[src/design/cptp_pkg.sv]
// ----------------------------------------------------------------------------
// Coordinate pair text parser package
// Token phases, character codes and defaults shared by the parser.
// ----------------------------------------------------------------------------
package cptp_pkg;

   typedef enum logic [1:0] {
      PH_IDLE    = 2'd0,
      PH_LETTERS = 2'd1,
      PH_DIGITS  = 2'd2,
      PH_BAD     = 2'd3
   } phase_type;

   localparam int COORD_BITS_DEF = 16;

   localparam logic [7:0] SEP_RESET   = 8'd32;
   localparam logic [7:0] CHAR_UP_A   = 8'h41;
   localparam logic [7:0] CHAR_UP_Z   = 8'h5A;
   localparam logic [7:0] CHAR_LO_A   = 8'h61;
   localparam logic [7:0] CHAR_LO_Z   = 8'h7A;
   localparam logic [7:0] CHAR_ZERO   = 8'h30;
   localparam logic [7:0] CHAR_NINE   = 8'h39;
   localparam logic [7:0] CASE_OFFSET = 8'd32;

   localparam int COL_RADIX = 26;
   localparam int ROW_RADIX = 10;

   localparam int RSP_DATA_W = 64;

endpackage

[src/design/coordinate_pair_text_parser_core.sv]
// ----------------------------------------------------------------------------
// Coordinate pair text parser core
// Parses the first two separator-delimited A1-style squares of a text line
// and emits one result item per line end.
// ----------------------------------------------------------------------------
// A result item is registered and appears in the cycle after the line end.
// Throughput: one character item per cycle when no unread result stalls it;
// a single multiply-add updates the column or row accumulator per item.
// Reset: synchronous, active high; clears the line state and the result
// register and sets the separator to a space.
module coordinate_pair_text_parser_core #(
   parameter int COORD_BITS = cptp_pkg::COORD_BITS_DEF
) (
   input  logic                              clock,
   input  logic                              reset,
   // configuration
   input  logic                              csr_we,
   input  logic [7:0]                        csr_wdata,   // separator_char
   // input items
   input  logic                              req_tvalid,
   output logic                              req_tready,
   input  logic [7:0]                        req_tdata,   // char_code
   input  logic                              req_tuser,   // has_char
   input  logic                              req_tlast,   // line_end
   // result items
   output logic                              rsp_tvalid,
   input  logic                              rsp_tready,
   output logic [cptp_pkg::RSP_DATA_W-1:0]   rsp_tdata,   // from_col[14:0],
                                                          // from_row[15:0],
                                                          // to_col[14:0],
                                                          // to_row[15:0], pad
   output logic                              rsp_tuser    // move_valid
);
   import cptp_pkg::*;

   localparam int EFF_BITS = (COORD_BITS < 16) ? COORD_BITS : 16;
   localparam int COL_W    = EFF_BITS;
   localparam int ROW_W    = EFF_BITS - 1;
   localparam int CMUL_W   = EFF_BITS + 5;
   localparam int RMUL_W   = EFF_BITS + 3;
   localparam logic [CMUL_W-1:0] COL_LIMIT = CMUL_W'(1) << (EFF_BITS - 1);
   localparam logic [RMUL_W-1:0] ROW_LIMIT = (RMUL_W'(1) << (EFF_BITS - 1)) - RMUL_W'(1);

   logic [7:0]       sep_ff;
   logic [1:0]       done_ff, done_in;
   phase_type        phase_ff, phase_in;
   logic [COL_W-1:0] col_ff, col_in;
   logic [ROW_W-1:0] row_ff, row_in;
   logic [COL_W-1:0] fcol_ff, fcol_in;
   logic [ROW_W-1:0] frow_ff, frow_in;
   logic             fail_ff, fail_in;

   logic                  rsp_valid_ff;
   logic [RSP_DATA_W-1:0] rsp_data_ff, rsp_data_in;
   logic                  rsp_user_ff, rsp_user_in;

   logic              accept;
   logic [7:0]        up_char;
   logic              is_letter, is_digit;
   logic [4:0]        letter_val;
   logic [3:0]        digit_val;
   logic [CMUL_W-1:0] col_prod;
   logic [RMUL_W-1:0] row_prod;
   logic              line_ok;
   logic [14:0]       from_col_w, to_col_w;
   logic [15:0]       from_row_w, to_row_w;

   assign req_tready = !rsp_valid_ff || rsp_tready;
   assign accept     = req_tvalid && req_tready;

   always_comb begin
      up_char    = (req_tdata inside {[CHAR_LO_A:CHAR_LO_Z]}) ? req_tdata - CASE_OFFSET
                                                              : req_tdata;
      is_letter  = up_char inside {[CHAR_UP_A:CHAR_UP_Z]};
      is_digit   = req_tdata inside {[CHAR_ZERO:CHAR_NINE]};
      letter_val = 5'(up_char - CHAR_UP_A + 8'd1);
      digit_val  = 4'(req_tdata - CHAR_ZERO);
      col_prod   = CMUL_W'(col_ff) * CMUL_W'(COL_RADIX) + CMUL_W'(letter_val);
      row_prod   = RMUL_W'(row_ff) * RMUL_W'(ROW_RADIX) + RMUL_W'(digit_val);
   end

   // next line state
   always_comb begin
      done_in  = done_ff;
      phase_in = phase_ff;
      col_in   = col_ff;
      row_in   = row_ff;
      fcol_in  = fcol_ff;
      frow_in  = frow_ff;
      fail_in  = fail_ff;
      line_ok  = 1'b0;

      if (req_tuser && !fail_ff && done_ff != 2'd2) begin
         if (req_tdata == sep_ff) begin
            if (phase_ff != PH_IDLE) begin
               if (phase_ff == PH_DIGITS) begin
                  done_in = done_ff + 2'd1;
                  if (done_in == 2'd1) begin
                     fcol_in = col_ff;
                     frow_in = row_ff;
                     col_in  = '0;
                     row_in  = '0;
                  end
               end else begin
                  fail_in = 1'b1;
               end
               phase_in = PH_IDLE;
            end
         end else if (phase_ff != PH_BAD) begin
            if (is_letter) begin
               if ((phase_ff == PH_IDLE || phase_ff == PH_LETTERS) &&
                   col_prod <= COL_LIMIT) begin
                  col_in   = COL_W'(col_prod);
                  phase_in = PH_LETTERS;
               end else begin
                  phase_in = PH_BAD;
               end
            end else if (is_digit) begin
               if ((phase_ff == PH_LETTERS || phase_ff == PH_DIGITS) &&
                   row_prod <= RMUL_W'(ROW_LIMIT)) begin
                  row_in   = ROW_W'(row_prod);
                  phase_in = PH_DIGITS;
               end else begin
                  phase_in = PH_BAD;
               end
            end else begin
               phase_in = PH_BAD;
            end
         end
      end

      if (req_tlast) begin
         // close the open token
         if (!fail_in && done_in != 2'd2 && phase_in != PH_IDLE) begin
            if (phase_in == PH_DIGITS) begin
               done_in = done_in + 2'd1;
               if (done_in == 2'd1) begin
                  fcol_in = col_in;
                  frow_in = row_in;
                  col_in  = '0;
                  row_in  = '0;
               end
            end else begin
               fail_in = 1'b1;
            end
            phase_in = PH_IDLE;
         end
         line_ok = !fail_in && done_in == 2'd2;
      end
   end

   // result payload
   always_comb begin
      from_col_w  = 15'(fcol_in) - 15'd1;
      from_row_w  = 16'(frow_in) - 16'd1;
      to_col_w    = 15'(col_in) - 15'd1;
      to_row_w    = 16'(row_in) - 16'd1;
      rsp_user_in = line_ok;
      if (line_ok) begin
         rsp_data_in = {2'b00, to_row_w, to_col_w, from_row_w, from_col_w};
      end else begin
         rsp_data_in = '0;
      end
   end

   always_ff @(posedge clock) begin
      if (reset) begin
         sep_ff <= SEP_RESET;
      end else if (csr_we) begin
         sep_ff <= csr_wdata;
      end
   end

   always_ff @(posedge clock) begin
      if (reset) begin
         done_ff  <= '0;
         phase_ff <= PH_IDLE;
         col_ff   <= '0;
         row_ff   <= '0;
         fcol_ff  <= '0;
         frow_ff  <= '0;
         fail_ff  <= 1'b0;
      end else if (accept) begin
         if (req_tlast) begin
            done_ff  <= '0;
            phase_ff <= PH_IDLE;
            col_ff   <= '0;
            row_ff   <= '0;
            fcol_ff  <= '0;
            frow_ff  <= '0;
            fail_ff  <= 1'b0;
         end else begin
            done_ff  <= done_in;
            phase_ff <= phase_in;
            col_ff   <= col_in;
            row_ff   <= row_in;
            fcol_ff  <= fcol_in;
            frow_ff  <= frow_in;
            fail_ff  <= fail_in;
         end
      end
   end

   always_ff @(posedge clock) begin
      if (reset) begin
         rsp_valid_ff <= 1'b0;
      end else if (accept && req_tlast) begin
         rsp_valid_ff <= 1'b1;
      end else if (rsp_tready) begin
         rsp_valid_ff <= 1'b0;
      end
   end

   always_ff @(posedge clock) begin
      if (reset) begin
         rsp_data_ff <= '0;
         rsp_user_ff <= 1'b0;
      end else if (accept && req_tlast) begin
         rsp_data_ff <= rsp_data_in;
         rsp_user_ff <= rsp_user_in;
      end
   end

   assign rsp_tvalid = rsp_valid_ff;
   assign rsp_tdata  = rsp_data_ff;
   assign rsp_tuser  = rsp_user_ff;

   a_done_range: assert property (@(posedge clock) disable iff (reset)
      done_ff != 2'd3)
      else $error("token count out of range");

   a_line_clear: assert property (@(posedge clock) disable iff (reset)
      accept && req_tlast |=> phase_ff == PH_IDLE && done_ff == 2'd0 && !fail_ff)
      else $error("line state not cleared after line end");

   a_invalid_zero: assert property (@(posedge clock) disable iff (reset)
      rsp_valid_ff && !rsp_user_ff |-> rsp_data_ff == '0)
      else $error("invalid result carries nonzero squares");

   a_col_limit: assert property (@(posedge clock) disable iff (reset)
      CMUL_W'(col_ff) <= COL_LIMIT)
      else $error("column accumulator above limit");

endmodule

[config.mk]
export PLATFORM = sky130hd
export DESIGN_NAME = coordinate_pair_text_parser_core
export DESIGN_NICKNAME = d
export VERILOG_FILES = /design/src/design/cptp_pkg.sv /design/src/design/coordinate_pair_text_parser_core.sv
export SDC_FILE = /design/constraint.sdc
export NUM_CORES = 1
export LEC_CHECK = 0
export ABC_CLOCK_PERIOD_IN_PS = 7300
export BUFFER_PORTS_ARGS = -buffer_cell sky130_fd_sc_hd__buf_2
export CORE_MARGIN = 5
export CORE_UTILIZATION = 62
export DETAILED_ROUTE_END_ITERATION = 6
export GPL_ROUTABILITY_DRIVEN = 0
export HOLD_SLACK_MARGIN = 0.15
export PLACE_DENSITY = 0.79
export SLEW_MARGIN = 20
export SYNTH_ARGS = -nofsm -noshare
export SYNTH_HDL_FRONTEND = slang
export SYNTH_SLANG_ARGS = --single-unit
[constraint.sdc]
create_clock -name clock -period 7.3 [get_ports clock]
set_input_delay 0.73 -clock clock [delete_from_list [all_inputs] [get_ports clock]]
set_output_delay 0.73 -clock clock [all_outputs]
set_load 0.01 [all_outputs]
==> flow_metrics.py <==
metrics = {
    "outcome": {
        "status": "finished, final reports clean",
    },
    "placement": {
        "buffer_ports.inserted": 87,
        "post_dp_cell_area_sq_um": 11700,
        "dp.cells": 1655,
        "hpwl_microns": 23100,
        "pre_cts_ws_ps": 986.2,
    },
    "flow_run": {
        "max_cap_viol_count": 0,
    },
    "timing": {
        "report.final.hold_viol_count": 0,
        "min_period_over_period_pct": 88.67,
        "max_slew_margin_vs_limit_pct": 16.09,
        "final_critical_path_setup_slack_ps": 827.4,
        "rsz_0062_raised_after_global_routing": "false",
        "tns_ps": 0,
        "fmax_ghz": 0.1545,
        "timing.final.setup_violations": 0,
        "max_slew.worst_pin.slew_ps": 1251,
        "layout_min_cycle_time_ps": 6473,
        "finalMaxSlewViolations": 0,
        "timing.clock.skew_ps": 15.09,
    },
    "route": {
        "detail_route.first_pass.iterations": 6,
        "detail-route-antenna-nets": 0,
        "drt_iter0_markers": 1085,
        "vias": 10823,
        "wl_per_cell_microns": 18.56,
        "drc": 0,
        "postRouteWirelength_microns": 31330,
        "mean_number_of_vias_per_cell": 6.412,
    },
    "final_layout": {
        "final_cell_area_sq_um": 12350,
        "fill_cells": 1449,
        "post_route_cells_drive_above_1_share_pct": 12.83,
        "layout-area-overhead-vs-synth_pct": 10.80,
        "finalNonFillerCells": 1688,
        "nNetsFinal": 1570,
    },
    "critical_path": {
        "worst-endpoint-required_ps": 7670,
        "timing.critical_path.buf_inv": 2,
        "arrival_ps": 6840,
        "crit_path_cell_trace": "ha_1 > fa_1 > inv_1 > fa_1 > nand2b_1 > a21oi_2 > xor2_2 > nand2_1 > o31ai_1 > a31oi_1 > o41ai_4 > o211ai_4 > a21oi_4 > buf_4 > mux2_2 > and3b_1 > o211ai_1 > xor2_1 > o21ai_1",
        "critPathMostFrequentCell": "sky130_fd_sc_hd__fa_1",
        "crit_fanout": 28,
        "worstSetupStartpointType": "register",
        "cpLargestDelayFamily": "compound AO/OA/AOI/OAI gates",
        "critical-path-max-stage-delay_ps": 650,
        "critical_setup_path_kind": "register to register",
        "worstSetupEndpointType": "register",
        "critical_path.slowest_cell": "sky130_fd_sc_hd__a21oi_4",
    },
    "clocking": {
        "cts.repair.resized": 0,
        "root_buffer": "sky130_fd_sc_hd__clkbuf_16",
        "clock_tree.buffer_depth": 2,
        "numCtsBuffers": 17,
        "tritoncts": "done",
        "clock_latency_of_the_later_clocked_register_in_the_worst_skew_pair_ps": 430,
        "numClockSinks": 138,
        "clk_pin_slew_worst_paths_ps": 70,
        "cts-htree-levels": 4,
        "cts_post_setup_buffers_inserted": 0,
        "holdBufCountCts": 0,
    },
    "synth": {
        "yosysWarnings": 0,
        "postSynthAreaPerCell_sq_um": 7.987,
        "synth_seq_area_share_pct": 24.78,
        "synth_top_area_share_pct": 24.78,
        "synth_enable_flop_cells": 0,
        "synthArstFlopShare_pct": 0,
        "ys.flop_type": "sky130_fd_sc_hd__dfxtp_1",
        "synth-seq-cells": 138,
        "syn_area_sq_um": 11150,
        "post-synth-top-area-cell": "sky130_fd_sc_hd__dfxtp_1",
        "postSynthCellCount": 1396,
        "synth_area_leaders": "sky130_fd_sc_hd__dfxtp_1, sky130_fd_sc_hd__ha_1, sky130_fd_sc_hd__nor2_1",
        "distinct_cell_type_count_of_the_synthesized_netlist": 98,
    },
    "global_routing": {
        "grt_max_degree": 77,
        "grt_pass1_vias": 9961,
        "grt_first_pass_wirelength_microns": 50810,
        "track_usage_pct": 30.04,
        "global_route.overflow_total": 0,
        "antenna_found_initial": 0,
    },
    "pwr": {
        "p_leak_nw": 5.648,
        "totalPowerFinal_mw": 1.895,
        "cellPowerDensity_nw_per_um2": 153.4,
        "peakVddDrop_mv": 0.1793,
    },
    "floorplanning": {
        "die_area_sq_um": 20760,
        "die-height_microns": 144.1,
        "start_util_pct": 62.49,
        "fp.coreArea_sq_um": 17840,
        "ioPinCount": 90,
        "num_rows": 49,
        "dieWidth_microns": 144.1,
    },
    "hold_path": {
        "worst_hold_path_type": "register to register",
    },
}
## cells in the mapped netlist, types with 16 or more instances
cell / count
sky130_fd_sc_hd__nor2_1: 175
sky130_fd_sc_hd__nand2_1: 165
sky130_fd_sc_hd__dfxtp_1: 138
sky130_fd_sc_hd__ha_1: 86
sky130_fd_sc_hd__o21ai_0: 86
sky130_fd_sc_hd__a21oi_1: 71
sky130_fd_sc_hd__a22oi_1: 57
sky130_fd_sc_hd__xnor2_1: 50
sky130_fd_sc_hd__clkbuf_1: 46
sky130_fd_sc_hd__mux2i_1: 46
sky130_fd_sc_hd__nor3_1: 37
sky130_fd_sc_hd__xor2_1: 32
sky130_fd_sc_hd__inv_1: 29
sky130_fd_sc_hd__nand3_1: 25
sky130_fd_sc_hd__a21o_1: 20
sky130_fd_sc_hd__o21ai_1: 18
sky130_fd_sc_hd__fa_1: 16
## stage by stage
step / utilization, % / hold WS, ps
after global placement: 65.53 / 427.8
after CTS: 69.23 / 439.8
after detailed placement: 65.59 / 429.8
final: 69.24 / 436.4
after global routing: 69.23 / 463.8
after floorplan: - / 431.9
## worst register-to-register path: stages, from the launching register on
cell,delay (ps)
sky130_fd_sc_hd__dfxtp_1,580
sky130_fd_sc_hd__ha_1,330
sky130_fd_sc_hd__fa_1,540
sky130_fd_sc_hd__inv_1,70
sky130_fd_sc_hd__fa_1,480
sky130_fd_sc_hd__nand2b_1,240
sky130_fd_sc_hd__a21oi_2,190
sky130_fd_sc_hd__xor2_2,350
sky130_fd_sc_hd__nand2_1,210
sky130_fd_sc_hd__o31ai_1,360
sky130_fd_sc_hd__a31oi_1,230
sky130_fd_sc_hd__o41ai_4,500
sky130_fd_sc_hd__o211ai_4,210
sky130_fd_sc_hd__a21oi_4,660
sky130_fd_sc_hd__buf_4,450
sky130_fd_sc_hd__mux2_2,430
sky130_fd_sc_hd__and3b_1,220
sky130_fd_sc_hd__o211ai_1,100
sky130_fd_sc_hd__xor2_1,180
sky130_fd_sc_hd__o21ai_1,110
## cell families after synthesis
group,after synthesis,share of synthesized area (%)
AND/OR/NAND/NOR,534,23.03
other,1,0.03363
flip-flops,138,24.78
adder cells (fa/ha/maj),102,12.52
buffers and inverters,98,3.703
AO/OA/AOI/OAI,382,23.93
XOR/XNOR,84,6.733
multiplexers,57,5.274
## final timing paths
path	from	to	slack, ps	cells past startpoint
max reg2reg	col_ff[1]$_SDFFE_PP0P_	rsp_tdata[27]$_SDFFE_PP0P_	830	19
max	col_ff[1]$_SDFFE_PP0P_	rsp_tdata[27]$_SDFFE_PP0P_	830	19
min	rsp_tuser$_SDFFE_PP0P_	rsp_tuser$_SDFFE_PP0P_	440	2
min reg2reg	rsp_tuser$_SDFFE_PP0P_	rsp_tuser$_SDFFE_PP0P_	440	2
## power breakdown
group	internal (mW)	switching, mW	total, mW
sequential	0.757	0.00363	0.760
clock	0.611	0.358	0.969
combinational	0.0573	0.109	0.166
## routing by layer
metal | vias to the layer above | part of all wire [%] | wire length, microns | track usage, %
li1 | 5154 | - | - | -
met1 | 5103 | 46 | 14480 | 43.48
met2 | 502 | 43 | 13530 | 45.91
met3 | 64 | 8.7 | 2722 | 5.324
met4 | 0 | 1.9 | 595 | 8.672
met5 | - | 0 | 0 | 0
## placed cells by master, fill, tap and decap left out, types with 6 or more instances in the layout
cell type,n
sky130_fd_sc_hd__a211o_1,7
sky130_fd_sc_hd__a211oi_1,8
sky130_fd_sc_hd__a21o_1,20
sky130_fd_sc_hd__a21oi_1,70
sky130_fd_sc_hd__a22o_1,11
sky130_fd_sc_hd__a22oi_1,57
sky130_fd_sc_hd__a31oi_1,11
sky130_fd_sc_hd__and2_1,11
sky130_fd_sc_hd__and3_1,13
sky130_fd_sc_hd__buf_2,87
sky130_fd_sc_hd__buf_4,11
sky130_fd_sc_hd__clkbuf_16,17
sky130_fd_sc_hd__dfxtp_1,138
sky130_fd_sc_hd__fa_1,16
sky130_fd_sc_hd__ha_1,86
sky130_fd_sc_hd__inv_1,29
sky130_fd_sc_hd__mux2_2,9
sky130_fd_sc_hd__mux2i_1,46
sky130_fd_sc_hd__nand2_1,165
sky130_fd_sc_hd__nand2b_1,13
sky130_fd_sc_hd__nand3_1,25
sky130_fd_sc_hd__nand4_1,15
sky130_fd_sc_hd__nor2_1,173
sky130_fd_sc_hd__nor2b_1,10
sky130_fd_sc_hd__nor3_1,37
sky130_fd_sc_hd__nor4_1,12
sky130_fd_sc_hd__o211ai_1,12
sky130_fd_sc_hd__o21a_1,6
sky130_fd_sc_hd__o21ai_0,85
sky130_fd_sc_hd__o21ai_1,18
sky130_fd_sc_hd__o31ai_1,7
sky130_fd_sc_hd__or3_1,12
sky130_fd_sc_hd__or4_1,6
sky130_fd_sc_hd__xnor2_1,50
sky130_fd_sc_hd__xor2_1,32
## sequential cells by signal, summed over array words and instances (netlist names)
signal      count
rsp_tdata      62
col_ff         16
fcol_ff        15
frow_ff        15
row_ff         15
sep_ff          8
done_ff         2
phase_ff        2
fail_ff         1
rsp_tuser       1
rsp_tvalid      1
## area by class of cell
| class | count | area, sq um | area share [%] |
|---|---|---|---|
| multi-input cells | 1161 | 8025 | 64.97 |
| flip-flops and latches | 138 | 2763 | 22.36 |
| repair buffers | 98 | 518.0 | 4.193 |
| clock buffers | 19 | 432.9 | 3.505 |
| well taps | 229 | 286.5 | 2.319 |
| clock inverters | 13 | 216.5 | 1.752 |
| inverters | 29 | 108.9 | 0.8812 |
| diodes | 1 | 2.502 | 0.02026 |
No activity file was read; power rests on OpenSTA's default activity.
